$ cat config.mk
export PLATFORM = sky130hd
export DESIGN_NAME = mcob_emit_flat
export DESIGN_NICKNAME = d
export VERILOG_FILES = /design/src/hdl/mcob_pkg.sv /design/src/hdl/mcob_sym_if.sv /design/src/hdl/mcob_emit.sv /design/src/flat_wrapper.sv
export SDC_FILE = /design/constraint.sdc
export NUM_CORES = 1
export LEC_CHECK = 0
export ABC_CLOCK_PERIOD_IN_PS = 10200
export BUFFER_PORTS_ARGS = -buffer_cell sky130_fd_sc_hd__buf_2
export CAP_MARGIN = 20
export CORE_UTILIZATION = 50
export CTS_CLUSTER_SIZE = 28
export DETAILED_ROUTE_END_ITERATION = 6
export PLACE_DENSITY = 0.74
export SLEW_MARGIN = 40
export SYNTH_ARGS = -nofsm -noshare
export SYNTH_HDL_FRONTEND = slang
export SYNTH_SLANG_ARGS = --single-unit
$ cat constraint.sdc
create_clock -name clk_i -period 10.2 [get_ports clk_i]
set_input_delay 0.51 -clock clk_i [delete_from_list [all_inputs] [get_ports clk_i]]
set_output_delay 0.51 -clock clk_i [all_outputs]
set_load 0.02 [all_outputs]
$ cat src/hdl/mcob_pkg.sv
// ----------------------------------------------------------------------------
// mcob_pkg
// Shared constants and types of the matrix chain bracketing block.
// ----------------------------------------------------------------------------
package mcob_pkg;

  localparam int MAX_MATRICES = 16;
  localparam int DIM_BITS     = 8;
  localparam int DIM_SLOTS    = MAX_MATRICES + 1;
  localparam int IDX_W        = 4;
  localparam int CNT_W        = 5;
  localparam int COST_W       = 32;
  localparam int SYM_W        = 7;
  localparam int TBL_AW       = 2 * IDX_W;
  localparam int STACK_DEPTH  = 32;
  localparam int SP_W         = 6;
  localparam int PROD1_W      = 2 * DIM_BITS;
  localparam int PROD2_W      = 3 * DIM_BITS;

  localparam logic [SYM_W-1:0] SYM_OPEN   = 7'd40;
  localparam logic [SYM_W-1:0] SYM_CLOSE  = 7'd41;
  localparam logic [SYM_W-1:0] SYM_LETTER = 7'd65;
  localparam logic [COST_W-1:0] COST_MAX  = '1;

  typedef logic [DIM_BITS-1:0] dim_t;

  // traversal node: closing marker or a sub-chain [i..j]
  typedef struct packed {
    logic             close;
    logic [IDX_W-1:0] i;
    logic [IDX_W-1:0] j;
  } node_t;

  // fill engine to emitter handoff
  typedef struct packed {
    logic              done;
    logic [COST_W-1:0] cost;
  } fill_stat_t;

endpackage

$ cat src/hdl/mcob_sym_if.sv
// ----------------------------------------------------------------------------
// mcob_sym_if
// Output channel: one bracketing symbol per item.
// ----------------------------------------------------------------------------
interface mcob_sym_if import mcob_pkg::*; ();
  logic              valid;
  logic              ready;
  logic [SYM_W-1:0]  symbol;
  logic [COST_W-1:0] min_cost;
  logic              chain_too_long;
  logic              last_symbol;

  modport source (output valid, output symbol, output min_cost, output chain_too_long,
                  output last_symbol, input ready);
  modport sink   (input valid, input symbol, input min_cost, input chain_too_long,
                  input last_symbol, output ready);
endinterface

$ cat src/hdl/mcob_emit.sv
// ----------------------------------------------------------------------------
// mcob_emit
// Walks the split table with an explicit stack and sends the bracketing
// out one symbol per item.
// ----------------------------------------------------------------------------
module mcob_emit import mcob_pkg::*; (
  input  logic              clk_i,
  input  logic              rst_ni,
  input  logic              start_i,
  input  logic [CNT_W-1:0]  m_i,
  input  logic [COST_W-1:0] cost_i,
  input  logic              ovf_i,
  output logic [TBL_AW-1:0] spl_addr_o,
  input  logic [IDX_W-1:0]  spl_data_i,
  output logic              done_o,
  mcob_sym_if.source        sym_out
);

  typedef enum logic [2:0] {E_IDLE, E_NODE, E_SPL, E_PUSH, E_POP, E_POPW} estate_e;

  estate_e           state_q;
  node_t             node_q, stk_rd_q;
  logic [SP_W-1:0]   sp_q;
  logic [IDX_W-1:0]  s_q;
  logic              done_q;
  logic              out_valid_q;
  logic [SYM_W-1:0]  sym_q;
  logic [COST_W-1:0] cost_q;
  logic              ovf_q, last_q;
  logic [COST_W-1:0] min_cost_q;
  logic              too_long_q;

  node_t             stack_mem [STACK_DEPTH];

  logic              free_w, leaf_w, push_en, load_w;
  logic [SP_W-1:0]   sp_m1;
  node_t             push_node;

  always_comb begin
    free_w     = !out_valid_q || sym_out.ready;
    load_w     = (state_q == E_NODE) && free_w;
    leaf_w     = node_q.close || (node_q.i == node_q.j);
    sp_m1      = sp_q - SP_W'(1);
    spl_addr_o = {node_q.i, node_q.j};
    push_en    = (state_q == E_SPL) || (state_q == E_PUSH);
    if (state_q == E_SPL) begin
      push_node = '{close: 1'b1, i: '0, j: '0};
    end else begin
      push_node = '{close: 1'b0, i: s_q + IDX_W'(1), j: node_q.j};
    end
  end

  // traversal stack
  always_ff @(posedge clk_i) begin
    if (push_en) begin
      stack_mem[sp_q[SP_W-2:0]] <= push_node;
    end
    stk_rd_q <= stack_mem[sp_m1[SP_W-2:0]];
  end

  always_ff @(posedge clk_i or negedge rst_ni) begin
    if (!rst_ni) begin
      state_q     <= E_IDLE;
      sp_q        <= '0;
      done_q      <= 1'b0;
      out_valid_q <= 1'b0;
    end else begin
      done_q <= load_w && leaf_w && (sp_q == '0);
      if (load_w) begin
        out_valid_q <= 1'b1;
      end else if (sym_out.ready) begin
        out_valid_q <= 1'b0;
      end
      unique case (state_q)
        E_IDLE: begin
          if (start_i) begin
            node_q  <= '{close: 1'b0, i: '0, j: IDX_W'(m_i - CNT_W'(1))};
            sp_q    <= '0;
            cost_q  <= cost_i;
            ovf_q   <= ovf_i;
            state_q <= E_NODE;
          end
        end
        E_NODE: begin
          if (free_w) begin
            // payload is loaded together with valid so a waiting item stays put
            last_q     <= leaf_w && (sp_q == '0);
            min_cost_q <= cost_q;
            too_long_q <= ovf_q;
            if (node_q.close) begin
              sym_q <= SYM_CLOSE;
            end else if (leaf_w) begin
              sym_q <= SYM_LETTER + SYM_W'(node_q.i);
            end else begin
              sym_q <= SYM_OPEN;
            end
            if (!leaf_w) begin
              state_q <= E_SPL;
            end else if (sp_q == '0) begin
              state_q <= E_IDLE;
            end else begin
              state_q <= E_POP;
            end
          end
        end
        E_SPL: begin
          s_q     <= spl_data_i;
          sp_q    <= sp_q + SP_W'(1);
          state_q <= E_PUSH;
        end
        E_PUSH: begin
          sp_q    <= sp_q + SP_W'(1);
          node_q  <= '{close: 1'b0, i: node_q.i, j: s_q};
          state_q <= E_NODE;
        end
        E_POP: begin
          sp_q    <= sp_m1;
          state_q <= E_POPW;
        end
        E_POPW: begin
          node_q  <= stk_rd_q;
          state_q <= E_NODE;
        end
        default: state_q <= E_IDLE;
      endcase
    end
  end

  assign done_o                 = done_q;
  assign sym_out.valid          = out_valid_q;
  assign sym_out.symbol         = sym_q;
  assign sym_out.min_cost       = min_cost_q;
  assign sym_out.chain_too_long = too_long_q;
  assign sym_out.last_symbol    = last_q;

endmodule

$ cat src/flat_wrapper.sv
// flat-port wrapper written by rule: the top's interface ports become plain ports
module mcob_emit_flat import mcob_pkg::*;
  (clk_i, rst_ni, start_i, m_i, cost_i, ovf_i, spl_addr_o, spl_data_i, done_o, sym_out_valid, sym_out_symbol, sym_out_min_cost, sym_out_chain_too_long, sym_out_last_symbol, sym_out_ready);
  mcob_sym_if sym_out_i ();
  input  logic clk_i;
  input  logic rst_ni;
  input  logic start_i;
  input  logic [CNT_W-1:0] m_i;
  input  logic [COST_W-1:0] cost_i;
  input  logic ovf_i;
  output logic [TBL_AW-1:0] spl_addr_o;
  input  logic [IDX_W-1:0] spl_data_i;
  output logic done_o;
  output wire logic [$bits(sym_out_i.valid)-1:0] sym_out_valid;
  output wire logic [$bits(sym_out_i.symbol)-1:0] sym_out_symbol;
  output wire logic [$bits(sym_out_i.min_cost)-1:0] sym_out_min_cost;
  output wire logic [$bits(sym_out_i.chain_too_long)-1:0] sym_out_chain_too_long;
  output wire logic [$bits(sym_out_i.last_symbol)-1:0] sym_out_last_symbol;
  input wire logic [$bits(sym_out_i.ready)-1:0] sym_out_ready;
  assign sym_out_valid = sym_out_i.valid;
  assign sym_out_symbol = sym_out_i.symbol;
  assign sym_out_min_cost = sym_out_i.min_cost;
  assign sym_out_chain_too_long = sym_out_i.chain_too_long;
  assign sym_out_last_symbol = sym_out_i.last_symbol;
  assign sym_out_i.ready = sym_out_ready;
  mcob_emit u_core (.clk_i(clk_i), .rst_ni(rst_ni), .start_i(start_i), .m_i(m_i), .cost_i(cost_i), .ovf_i(ovf_i), .spl_addr_o(spl_addr_o), .spl_data_i(spl_data_i), .done_o(done_o), .sym_out(sym_out_i));
endmodule
After elaboration in Yosys (flattened, before gate mapping):

Memories as Yosys holds them, arrays and structs flattened. A register that Yosys moved wholly into a read port is not among the register bits.
Index checks and enable logic that the tools add are counted.

* add/subtract/negate cells: 5
* multiply operators: 0
* divide/modulo/power cells: 0
* magnitude comparators: 0
* equal/unequal tests: 8
* shifts and indexed selects: 0
* mux-type cells: 15
* bitwise logic cells: 2
* reduce and logical (&&, ||, !) cells: 24

Operators by type and width (number)
* $pmux 9 s3: 1
* $mux 9: 2
* $pmux 6 s3: 1
* $pmux 3 s5: 1
* $mux 3: 4
* $reduce_and 3->1: 3
* $add 7x4->7 const A: 1
* $add 6x1->6 const B: 1
* $eq 3x2->1 const B: 2
* $eq 3x3->1 const B: 2
* $logic_not 6->1: 1
* $mux 6: 1
* $reduce_and 2->1: 3
* $reduce_bool 3->1: 2
* $reduce_or 2->1: 3
* $sub 6x1->6 const B: 1
* $mux 1: 5
* $add 4x1->4 const B: 1
* $eq 4x4->1: 1
* $logic_and 1x1->1: 4
* $reduce_and 4->1: 1
* $reduce_bool 2->1: 2
* $sub 4x1->4 const B: 1
* $eq 3x1->1 const B: 1
* 6 further kinds: 9

* register bits: 98
* bits in latches: 0
* bits in writable memories: 288
* memory bits (read-only): 0
* word-level logic and storage cells: 70
* memories kept: 1

Memory list
* u_core.stack_mem: depth 32, width 9, read ports 1, clocked after memory_dff 1, write ports 1, line mcob_emit.sv:33 `node_t stack_mem [STACK_DEPTH];`

Longest topological paths before layout:

Gate-level depths: netlist of run 1.

* word-level depth: 5
* depth in mapped cells: 11
* gate-level depth less buffers: 6

Worst setup path before layout of run 1:

OpenSTA, ideal clock, no wires.

* path kind: register to register
* start: register u_core.state_q[2]
* end: register u_core.cost_q[0] (enable)
* setup time: 0.464 ns
* data arrival time: 3.121 ns
* slack: 6.614 ns
* cell stages (with the launch flop): 4
* path buffers: 2
* cells stage by stage: dfrtp_1 clkbuf_1 clkbuf_1 nor3_1

* word-level cells in the longest chain between the ends: 2

RTL lines
* start: declaration: line mcob_emit.sv:21 `estate_e state_q;`
* start signal: assignment: line mcob_emit.sv:63 `state_q <= E_IDLE;`
* start signal: assignment: line mcob_emit.sv:81 `state_q <= E_NODE;`
* start signal: assignment: line mcob_emit.sv:98 `state_q <= E_SPL;`
* $logic_not 3->1: line mcob_emit.sv:74 `unique case (state_q)`
* $reduce_and 3->1 (no source line)
* end signal: assignment: line mcob_emit.sv:79 `cost_q <= cost_i;`
* end: declaration: line mcob_emit.sv:28 `logic [COST_W-1:0] cost_q;`

No other way between the ends.
A chain may end at the register's enable or synchronous reset.

Worst setup path in the final report of run 1:

* start: register u_core.sp_q[0]
* end: register, netlist name u_core.stk_rd_q[6]

* word-level cells in the longest chain between the ends: 1

RTL lines
* start: declaration: line mcob_emit.sv:23 `logic [SP_W-1:0] sp_q;`
* start signal: assignment: line mcob_emit.sv:108 `sp_q <= sp_q + SP_W'(1);`
* start signal: assignment: line mcob_emit.sv:112 `sp_q <= sp_q + SP_W'(1);`
* start signal: assignment: line mcob_emit.sv:117 `sp_q <= sp_m1;`
* $sub 6x1->6: line mcob_emit.sv:43 `sp_m1 = sp_q - SP_W'(1);`

No other way between the ends.

==> impl_results.md, run 1 <==
- Die area: approximately 0.032 mm^2
- Die X: roughly 180 um
- Layout cells sized above 1: around a third
- ANT nets after route: 0
- Least-Margin Pin Slew: between 800 and 900 ps
- Number of DRC markers in iteration 0: roughly 760
- Antenna Cells: 0
- Pre-Repair DR Iteration Count: 5
- Synth area leaders: edfxtp_1 73%, mux4_2 11%, dfrtp_1 1.8%
- Sequential fraction of the synthesis area: between 70% and 80%
- TritonCTS clock tree: built
- Area leader, netlist: edfxtp_1
- DIE HEIGHT: roughly 180 um
- DRC Markers: 0
- Most used DFF post-synth: edfxtp_1
- Crit path DAT: approximately 4200 ps
- Period utilisation layout: approximately 37%
- Placed wire-length estimate: roughly 19000 um
- Cell chain of the critical path: inv_1, ha_2, buf_4, mux4_2, nor2b_1, a221oi_2, nor4_1
- CP max stage delay: approximately 920 ps
- RSZ-0062 raised after global routing: no
- Synth cell types: 52
- Synth Register Bits: 395
- Post-CTS setup buffer count: 0
- CP Launch Type: flip-flop
- Fillers: ~2100
- FMAX: ~260 MHz
- Vias: between 7000 and 8000
- Mapped cell area: about 0.015 mm^2
- Clock latency on the worst-skew pair: ~530 ps
- Slew Limit Fails: 0
- Syn avg cell area: 19.5 um^2
- Avg Vias per Cell: approximately 6.0
- Endpoint class of the critical path: flip-flop
- Worst vdd ir: approximately 0.16 mV
- Clock skew: 15.9 ps
- Vias in the first global route: slightly below 8000
- Port bufs: 95
- Cell area after layout: approximately 0.018 mm^2
- Final setup TNS: 0 ps
- # rows: 63
- Hold Fails Final Rpt: 0
- Clk pin slew, worst setup/hold paths: roughly 60 ps
- Synth top area share: 73.0%
- Nets: around 950
- Syn. warnings: 0
- Register area: around 0.012 mm^2
- CTS root buffer: clkbuf_16
- CP Class: flip-flop to flip-flop
- Data required time at the worst endpoint: roughly 11000 ps
- Post-Synthesis Cells: 791
- Status: finished clean
- Core Region: around 0.030 mm^2
- Final wirelength: 31500 um
- GRT Residual Overflow: 0
- Post-Syn Nets: about 840
- Worst setup margin: approximately 6400 ps
- Initial core utilization: between 50% and 60%
- Setup violations, final: 0
- Multi-input gate area: around 0.0035 mm^2
- Gpl congestion: 0.892
- Max Fanout on Critical Path: between 40 and 50
- Clock Path Buffers: 3
- Cell leakage power: between 5 and 6 nW
- Per-cell routed wire length: around 24 um
- Initial antenna violation count: 0
- Critical Path Slowest Stage Cell: ha_2
- First-pass GRT wire length: between 40000 and 50000 um
- H-tree depth reported by CTS: 2
- Worst slew margin: a little over two fifths
- Largest net degree at the start of global routing: 44
- Aggregate global-route resource usage: around 20%
- Max-cap violation count: 0
- Number of sinks driven by the clock tree: about 400
- Area grow syn2layout: 14.6%
- EDFF count, synth: about 380
- Hold crit path type: input port to flip-flop
- Final hold slack: about 160 ps
- Min Clock Period, post-route: between 3000 and 4000 ps
- Area after DPL: 0.0163 mm^2
- # IOs: between 90 and 100
- Placement Setup Slack: approximately 6400 ps
- PD cells: 296 mW/mm^2
- Asr flop ratio synth: under 10%
- Cts bufs inserted: 40
-- state kept, by name, indices dropped and copies added (netlist names), 3 cells and up --
register,count
u_core.sym_out.min_cost,32
u_core.sym_out.symbol,7
u_core.stack_mem,288
u_core.stk_rd_q,9
u_core.sp_q,6
u_core.state_q,3
u_core.s_q,4
u_core.cost_q,32
u_core.spl_addr_o,8
-- routing by layer --
| layer | track usage, % | wire length (um) |
|---|---|---|
| met1 | 27.5 | 12900 |
| met2 | 32.5 | 15200 |
| met3 | 4.54 | 2680 |
| met4 | 6.66 | 736 |
| met5 | 0 | 0 |
-- critical path: cells and delay by family (launching register included) --
kind	cells	cell delay [ps]
buffers and inverters	2	800
flip-flops	1	690
AO/OA/AOI/OAI	1	60
AND/OR/NAND/NOR	2	810
multiplexers	1	310
adder cells (fa/ha/maj)	1	920
-- worst paths after layout --
kind / from / endpoint / slack (ps) / cells past startpoint
hold reg to reg: u_core.cost_q[10] / u_core.sym_out.min_cost[10] / 410 / 0
setup / recovery: u_core.sp_q[0] / u_core.stk_rd_q[6] / 6390 / 7
max in group asynchronous: rst_ni / u_core.sp_q[0] / 9440 / 2
hold / removal: cost_i[5] / u_core.cost_q[5] / 160 / 1
min in group asynchronous: rst_ni / u_core.state_q[0] / 440 / 2
setup reg to reg: u_core.sp_q[0] / u_core.stk_rd_q[6] / 6390 / 7
-- synthesized netlist by cell type, types with 6 or more instances --
library cell and instances:
edfxtp_1 375, mux4_2 72, nor2_1 47, nor2b_1 28, a21oi_1 26, mux2_2 19, nand2_1 19, clkbuf_1 17
buf_2 11, dfrtp_1 11, inv_1 11, o21ai_0 11, buf_4 10, xor2_1 10, a211oi_1 9, a221oi_2 9
and3_1 9, dfxtp_1 9, nor4_1 9, ha_1 7, nand3_1 7, nor3_1 6, o221ai_1 6
-- where the power goes --
part | internal, mW | switching, mW | leakage, nW
clock network | 0.842 | 0.567 | 0.618
logic | 0.653 | 1.03 | 1.50
registers | 2.03 | 0.114 | 3.62
total | 3.52 | 1.71 | 5.74
-- layout by cell type (no fill, tap or decap), types with 11 or more instances in the layout --
cell type	instances
nor2b_1	23
nand2_1	19
nor2_1	15
buf_4	12
inv_1	11
a21oi_1	26
clkbuf_16	41
edfxtp_1	375
nor2_2	31
mux2_2	19
buf_2	95
mux4_2	72
-- final cells by class --
class	count	area share [%]
Sequential cell	395	66.3
Multi-Input combinational cell	340	20.0
Clock buffer	51	6.08
Timing Repair Buffer	110	3.53
Tap cell	390	2.76
Clock inverter	16	1.03
Inverter	11	0.234
-- stage by stage --
step                      instances  util (%)  power [mW]
after floorplan                 791         -        3.29
after global placement         1243      54.4        3.78
after detailed placement       1245      54.5        3.83
after CTS                      1313      58.8        5.24
after global routing           1313      59.0        5.42
final                          1313      59.0        5.23
-- timing repair --
item | 4_1_cts | 5_1_grt
hold buffers | 1 | 0
endpoints found under the hold margin | 11 | 0
resized for setup | 0 | 0
-- cells by family after synthesis --
kind of cell / Yosys count / share of synthesized area [%]
compound gates: 82 / 4.04
fa+ha+maj: 7 / 0.568
xor+xnor: 12 / 0.682
simple gates: 148 / 4.93
mux: 91 / 11.9
flops: 395 / 76.0
buf+inv: 56 / 1.89
Power figures use the tool's default switching activity.
==> run 2: changes to the inputs <==
--- a/config.mk
+++ b/config.mk
@@ -5,13 +5,13 @@
 export SDC_FILE = /design/constraint.sdc
 export NUM_CORES = 1
 export LEC_CHECK = 0
-export ABC_CLOCK_PERIOD_IN_PS = 10200
+export ABC_CLOCK_PERIOD_IN_PS = 3440
 export BUFFER_PORTS_ARGS = -buffer_cell sky130_fd_sc_hd__buf_2
 export CAP_MARGIN = 20
 export CORE_UTILIZATION = 50
 export CTS_CLUSTER_SIZE = 28
 export DETAILED_ROUTE_END_ITERATION = 6
-export PLACE_DENSITY = 0.74
+export PLACE_DENSITY = 0.76
 export SLEW_MARGIN = 40
 export SYNTH_ARGS = -nofsm -noshare
 export SYNTH_HDL_FRONTEND = slang
==> constraint.sdc (replaced) <==
create_clock -name clk_i -period 3.44 [get_ports clk_i]
set_input_delay 0.172 -clock clk_i [delete_from_list [all_inputs] [get_ports clk_i]]
set_output_delay 0.172 -clock clk_i [all_outputs]
set_load 0.02 [all_outputs]
==> run 2 against run 1 <==
Total power rose to 2.9 times the previous value. Critical path depth down 1. Maximum frequency up 42%. Cell area up 3.1%. Non-clock buffer count up 75. Die area unchanged. Clock skew up 0.79 ps. Clock-buffer cell count up 1. Sequential cell count unchanged. Via count up 2.4%. Largest power group unchanged. Hold slack worse by 57 ps. Register-to-register slack worse by 5600 ps.
==> impl_results.md, run 2 (synthesis gave the netlist of run 1 again) <==
- Least-Margin Pin Slew: 721 ps (was 867 ps)
- Crit path DAT: 3030 ps (was 4170 ps)
- Clock latency on the worst-skew pair: 530 ps (about the same)
- Worst vdd ir: 0.612 mV (was 0.156 mV)
- Vias: 8041 (was 7851)
- Final wirelength: 31700 um (was 31500 um)
- CP Launch Type: flip-flop (unchanged)
- Vias in the first global route: 7970 (was 7854)
- Largest net degree at the start of global routing: 80 (was 44)
- DRC Markers: 0 (unchanged)
- Antenna Cells: 0 (unchanged)
- Fillers: 2031 (was 2130)
- Layout cells sized above 1: 31.6% (was 33.5%)
- Initial antenna violation count: 0 (unchanged)
- Area grow syn2layout: 18.1% (was 14.6%)
- Min Clock Period, post-route: 2680 ps (was 3810 ps)
- Register area: 0.0117 mm^2 (unchanged)
- Status: finished clean (unchanged)
- Number of sinks driven by the clock tree: 395 (unchanged)
- Cell leakage power: 6.06 nW (was 5.74 nW)
- CP Class: flip-flop to flip-flop (unchanged)
- ANT nets after route: 0 (unchanged)
- Sequential Power Share: 41.0% (was 40.9%)
- Initial core utilization: 51.5% (unchanged)
- H-tree depth reported by CTS: 2 (unchanged)
- Cts bufs inserted: 39 (was 40)
- # IOs: 97 (unchanged)
- Hold Fails Final Rpt: 0 (unchanged)
- GRT Residual Overflow: 0 (unchanged)
- Multi-input gate area: 0.00348 mm^2 (was 0.00354 mm^2)
- Clock skew: 16.7 ps (was 15.9 ps)
- Max Fanout on Critical Path: 12 (was 43)
- Per-cell routed wire length: 22.9 um (was 24.0 um)
- Combinational cell fraction of total power: 32.6% (was 32.1%)
- Endpoint class of the critical path: flip-flop (unchanged)
- CTS root buffer: clkbuf_16 (unchanged)
- Pre-Repair DR Iteration Count: 5 (unchanged)
- Period utilisation layout: 77.9% (was 37.4%)
- Pwr Total: 15.3 mW (was 5.23 mW)
- TritonCTS clock tree: built (unchanged)
- Setup violations, final: 0 (unchanged)
- Placed wire-length estimate: 18900 um (was 19000 um)
- Commonest non-fill, non-tap cells in the layout: 375 x edfxtp_1, 95 x buf_2, 72 x mux4_2 (unchanged)
- Commonest non-fill, non-tap cell in the layout: edfxtp_1 (unchanged)
- FMAX: 373 MHz (was 262 MHz)
- Slew Limit Fails: 0 (unchanged)
- Hold crit path type: input port to async pin (was input port to flip-flop)
- Gpl congestion: 0.871 (was 0.892)
- Number of DRC markers in iteration 0: 641 (was 761)
- Clock Path Buffers: 3 (unchanged)
- Int Pwr: 10.4 mW (was 3.52 mW)
- # rows: 63 (unchanged)
- Cell chain of the critical path: inv_1, ha_2, xor2_1, or3_1, a221oi_2, nor4_1 (was inv_1, ha_2, buf_4, mux4_2, nor2b_1, a221oi_2, nor4_1)
- Die X: 178 um (unchanged)
- CP max stage delay: 590 ps (was 920 ps)
- Critical Path Slowest Stage Cell: nor4_1 (was ha_2)
- Max-cap violation count: 0 (unchanged)
- Max reg flops: 288 (unchanged)
- Post-CTS setup buffer count: 0 (unchanged)
- Port bufs: 95 (unchanged)
- Nets: 1025 (was 951)
- RSZ-0062 raised after global routing: no (unchanged)
- NetSw: 4.91 mW (was 1.71 mW)
- Die area: 0.0315 mm^2 (unchanged)
- PD cells: 839 mW/mm^2 (was 296 mW/mm^2)
- Final setup TNS: 0 ps (unchanged)
- Data required time at the worst endpoint: 3790 ps (was 10560 ps)
- DIE HEIGHT: 178 um (unchanged)
- Avg Vias per Cell: 5.80 (was 5.98)
- First-pass GRT wire length: 47000 um (was 46500 um)
- Core Region: 0.0300 mm^2 (unchanged)
- Clk pin slew, worst setup/hold paths: 60 ps (about the same)
- Switching Share: 32.1% (was 32.6%)
- Clk pwr share: 26.3% (was 26.9%)
- Worst slew margin: 51.9% (was 42.2%)
- Aggregate global-route resource usage: 20.4% (was 20.3%)
run 2: changes by cell type in the layout (fill, tap and decap cells not counted), moves of 2 or more:
cell           change
buf_12             +2
buf_4             +35
clkbuf_1           +2
clkbuf_16          -2
clkinv_2           -2
dlygate4sd3_1     +39
nor2_1            +28
nor2_2            -28
run 2: final timing paths:
kind	to	slack, ps	start	cells past startpoint
worst max-delay path	u_core.stk_rd_q[0]	760	u_core.sp_q[0]	6
worst min-delay path	u_core.state_q[0]	100	rst_ni	2
worst max register to register	u_core.stk_rd_q[0]	760	u_core.sp_q[0]	6
worst min register to register	u_core.sym_out.min_cost[27]	420	u_core.cost_q[27]	0
max in group asynchronous	u_core.sp_q[0]	3040	rst_ni	2
min in group clk_i	u_core.spl_addr_o[3]	140	m_i[3]	4
run 2: power by group through the flow:
stage          sequential, mW  clock (mW)  combinational, mW
3_3_place_gp             6.35           0               4.85
3_5_place_dp             6.37           0               4.92
4_1_cts                  6.27        4.09               4.99
5_1_grt                  6.32        4.25               5.32
6_report                 6.27        4.03               4.99
2_1_floorplan            6.38           0               3.36
run 2: cell type report:
| cell class | instances | area share [%] |
|---|---|---|
| clock buffers | 52 | 5.74 |
| flip-flops and latches | 395 | 64.3 |
| inverters | 11 | 0.227 |
| well taps | 390 | 2.68 |
| multi-input cells | 340 | 19.1 |
| repair buffers | 185 | 7.08 |
| clock inverters | 14 | 0.852 |
run 2: metrics by stage:
step | hold WS [ps] | cells | instance area [um^2] | util [%] | setup slack (ps)
6_report | 97.9 | 1387 | 18200 | 60.8 | 759
3_3_place_gp | 101 | 1281 | 16600 | 55.5 | 855
5_1_grt | 137 | 1387 | 18200 | 60.8 | 634
2_1_floorplan | -124 | 791 | 15400 | - | 633
3_5_place_dp | 95.2 | 1281 | 16600 | 55.5 | 797
4_1_cts | 91.0 | 1387 | 18200 | 60.8 | 788
run 2: worst max-delay path: cells and delay by family, from the launching register on:
family | cells | cell delay [ps]
adders and majority gates | 1 | 380
DFF | 1 | 490
AOI/OAI and AO/OA | 1 | 150
xor gates and xnor gates | 1 | 310
and+or+nand+nor | 2 | 1070
buffers and inverters | 1 | 120
run 2: what timing repair did:
action | in CTS | in global routing
hold endpoints to repair | 50 | 0
gates resized for setup | 0 | 0
hold buffers | 40 | 0
run 2: per-layer routing:
layer / share of wire, % / track usage, % / vias to the layer above
li1: - / - / 3553
met5: 0 / 0 / -
met3: 7.8 / 3.58 / 69
met2: 48 / 32.9 / 384
met1: 41 / 28.1 / 4035
met4: 3.1 / 7.30 / 0
==> run 3: changes to the inputs <==
--- a/config.mk
+++ b/config.mk
@@ -5,13 +5,14 @@
 export SDC_FILE = /design/constraint.sdc
 export NUM_CORES = 1
 export LEC_CHECK = 0
-export ABC_CLOCK_PERIOD_IN_PS = 3440
+export ABC_AREA = 1
+export ABC_CLOCK_PERIOD_IN_PS = 2500
 export BUFFER_PORTS_ARGS = -buffer_cell sky130_fd_sc_hd__buf_2
 export CAP_MARGIN = 20
 export CORE_UTILIZATION = 50
 export CTS_CLUSTER_SIZE = 28
 export DETAILED_ROUTE_END_ITERATION = 6
-export PLACE_DENSITY = 0.76
+export PLACE_DENSITY = 0.74
 export SLEW_MARGIN = 40
 export SYNTH_ARGS = -nofsm -noshare
 export SYNTH_HDL_FRONTEND = slang
==> constraint.sdc (replaced) <==
create_clock -name clk_i -period 2.5 [get_ports clk_i]
set_input_delay 0.125 -clock clk_i [delete_from_list [all_inputs] [get_ports clk_i]]
set_output_delay 0.125 -clock clk_i [all_outputs]
set_load 0.02 [all_outputs]
==> run 3 against run 2 <==
Global-route usage rose by 2.1 points. Maximum frequency is 22% higher. Area after synthesis rose by 7.2%. Clock power rose by 41%. Non-clock buffer count rose by 11.
==> impl_results.md, run 3 <==
- Status: finished clean (unchanged)
- Top cells by count, synth: 432 x nand2_1, 375 x edfxtp_1, 272 x inv_1 (was 375 x edfxtp_1, 72 x mux4_2, 47 x nor2_1)
- Worst R2R Setup Slack: 300 ps (was 760 ps)
- Data required time at the worst endpoint: 2680 ps (was 3790 ps)
- Aggregate global-route resource usage: 22.6% (was 20.4%)
- Post-CTS setup buffer count: 0 (unchanged)
- Least-Margin Pin Slew: 790 ps (was 721 ps)
- Nets: 1749 (was 1025)
- CP Class: flip-flop to flip-flop (unchanged)
- Number of DRC markers in iteration 0: 1317 (was 641)
- H-tree depth reported by CTS: 2 (unchanged)
- Synth Register Bits: 395 (unchanged)
- # rows: 66 (was 63)
- Syn. warnings: 0 (unchanged)
- Initial antenna violation count: 0 (unchanged)
- Syn avg cell area: 10.8 um^2 (was 19.5 um^2)
- Fillers: 2459 (was 2031)
- EDFF count, synth: 375 (unchanged)
- Area leader, netlist: edfxtp_1 (unchanged)
- Post-Synthesis Cells: 1527 (was 791)
- Avg Vias per Cell: 5.17 (was 5.80)
- Most used DFF post-synth: edfxtp_1 (unchanged)
- PD cells: 1160 mW/mm^2 (was 839 mW/mm^2)
- Vias in the first global route: 10819 (was 7970)
- Max reg flops: 288 (unchanged)
- Top-count cell post-synth: nand2_1 (was edfxtp_1)
- Max Fanout on Critical Path: 7 (was 12)
- Per-cell routed wire length: 17.3 um (was 22.9 um)
- Period utilisation layout: 87.8% (was 77.9%)
- DRC Markers: 0 (unchanged)
- Layout cells sized above 1: 12.8% (was 31.6%)
- Die X: 184 um (was 178 um)
- Worst R2R End: u_core.spl_addr_o[1] (was u_core.stk_rd_q[0])
- Endpoint class of the critical path: flip-flop (unchanged)
- Pre-Repair DR Iteration Count: 6 (was 5)
- Setup violations, final: 0 (unchanged)
- CTS root buffer: clkbuf_16 (unchanged)
- Synth top area share: 68.1% (was 73.0%)
- Commonest non-fill, non-tap cells in the layout: 432 x nand2_1, 375 x edfxtp_1, 272 x inv_1 (was 375 x edfxtp_1, 95 x buf_2, 72 x mux4_2)
- Worst slew margin: 47.3% (was 51.9%)
- Final setup TNS: 0 ps (unchanged)
- Hold Fails Final Rpt: 0 (unchanged)
- Clk pin slew, worst setup/hold paths: 60 ps (about the same)
- Max-cap violation count: 0 (unchanged)
- TritonCTS clock tree: built (unchanged)
- Sequential fraction of the synthesis area: 70.9% (was 76.0%)
- Crit path capture: u_core.spl_addr_o[1] (was u_core.stk_rd_q[0])
- FMAX: 455 MHz (was 373 MHz)
- Asr flop ratio synth: 2.78% (unchanged)
- Initial core utilization: 50.8% (was 51.5%)
- First-pass GRT wire length: 58000 um (was 47000 um)
- Cells resized by post-CTS repair: 0 (unchanged)
- Vias: 11186 (was 8041)
- Critical Path Slowest Stage Cell: dfrtp_1 (was nor4_1)
- Crit path DAT: 2370 ps (was 3030 ps)
- Mapped cell area: 0.0165 mm^2 (was 0.0154 mm^2)
- Cts bufs inserted: 39 (unchanged)
- Crit path from: u_core.state_q[0] (was u_core.sp_q[0])
- Synth area leaders: edfxtp_1 68%, nand2_1 9.8%, nand3_1 7.4% (was edfxtp_1 73%, mux4_2 11%, dfrtp_1 1.8%)
- Largest net degree at the start of global routing: 73 (was 80)
- Number of sinks driven by the clock tree: 395 (unchanged)
- DIE HEIGHT: 184 um (was 178 um)
- CP max stage delay: 480 ps (was 590 ps)
- FF-to-FF Start: u_core.state_q[0] (was u_core.sp_q[0])
- Placed wire-length estimate: 22100 um (was 18900 um)
- # IOs: 97 (unchanged)
- Worst vdd ir: 0.791 mV (was 0.612 mV)
- GRT Residual Overflow: 0 (unchanged)
- Cell leakage power: 8.27 nW (was 6.06 nW)
- Clock latency on the worst-skew pair: 550 ps (was 530 ps)
- Antenna Cells: 0 (unchanged)
- Gpl congestion: 0.909 (was 0.871)
- Final wirelength: 37500 um (was 31700 um)
- ANT nets after route: 0 (unchanged)
- Area grow syn2layout: 17.6% (was 18.1%)
- Synth cell types: 27 (was 52)
- CTS Hold Bufs: 42 (was 40)
- RSZ-0062 raised after global routing: no (unchanged)
- Core Region: 0.0325 mm^2 (was 0.0300 mm^2)
- Die area: 0.0338 mm^2 (was 0.0315 mm^2)
- Commonest non-fill, non-tap cell in the layout: nand2_1 (was edfxtp_1)
- Clock skew: 27.4 ps (was 16.7 ps)
- CP Launch Type: flip-flop (unchanged)
- Hold crit path type: input port to async pin (unchanged)
- Min Clock Period, post-route: 2200 ps (was 2680 ps)
- Port bufs: 95 (unchanged)
- Cell chain of the critical path: inv_1, nor2_1, nand2_1, nand2_1, inv_1, a21oi_1 (was inv_1, ha_2, xor2_1, or3_1, a221oi_2, nor4_1)
- Worst reg2reg path depth: 6 (unchanged)
- Slew Limit Fails: 0 (unchanged)
- Clock Path Buffers: 3 (unchanged)
- Final hold slack: 24.5 ps (was 97.9 ps)
- Post-Syn Nets: 1580 (was 844)
## run 3: layout make-up
cell class / instances / area, um^2 / share of cell area (%)
flip-flops and latches: 395 / 11700 / 60.3
clock buffers: 49 / 1010 / 5.21
repair buffers: 196 / 1390 / 7.14
clock inverters: 19 / 225 / 1.16
inverters: 278 / 1050 / 5.38
well taps: 442 / 553 / 2.84
multi-input cells: 786 / 3500 / 18.0
## run 3: logic make-up (layout without fill, tap and decap cells)
| group | Yosys count | count (layout) | synth area share (%) |
|---|---|---|---|
| compound gates | 28 | 28 | 1.01 |
| xor+xnor | 11 | 11 | 0.674 |
| fa+ha+maj | 7 | 7 | 0.530 |
| buf+inv | 346 | 542 | 8.18 |
| flops | 395 | 395 | 70.9 |
| simple gates | 740 | 740 | 18.7 |
## run 3: per-layer routing
metal  GRT usage [%]  part of all wire [%]
met4            7.87                   2.7
met5               0                     0
met1            29.1                    41
met2            38.7                    49
met3            3.61                   7.7
## run 3: report_power, final
part | internal (mW) | switching, mW | leakage, nW | total [mW]
sequential | 8.20 | 0.287 | 3.62 | 8.49
combinational | 2.44 | 6.02 | 4.06 | 8.46
clock | 3.31 | 2.39 | 0.597 | 5.70
total | 14.0 | 8.69 | 8.27 | 22.6
## run 3: metrics by stage
stage | instance area [um^2] | utilization (%) | setup slack [ps] | instances | power [mW]
floorplan | 16500 | - | 35.4 | 1527 | 14.1
global placement | 17800 | 54.6 | 447 | 2055 | 16.6
detailed placement | 17800 | 54.7 | 412 | 2055 | 16.8
CTS | 19400 | 59.8 | 344 | 2165 | 22.5
global route | 19400 | 59.8 | 152 | 2165 | 23.8
finish | 19400 | 59.8 | 304 | 2165 | 22.6
## run 3: worst min-delay path by stage
stage               startpoint           endpoint  slack (ps)  depth (start not counted)
floorplan               rst_ni      u_core.done_o        -170                          0
global placement        rst_ni      u_core.done_o          20                          1
detailed placement      rst_ni      u_core.done_o          20                          1
CTS                     rst_ni  u_core.state_q[0]           3                          2
global route            rst_ni  u_core.state_q[0]          40                          2
finish                  rst_ni  u_core.state_q[1]          20                          2
## run 3: critical path: cells and delay by family (launching register included)
family	cells	cell delay [ps]
buf+inv	2	170
flops	1	480
simple gates	3	760
compound gates	1	420
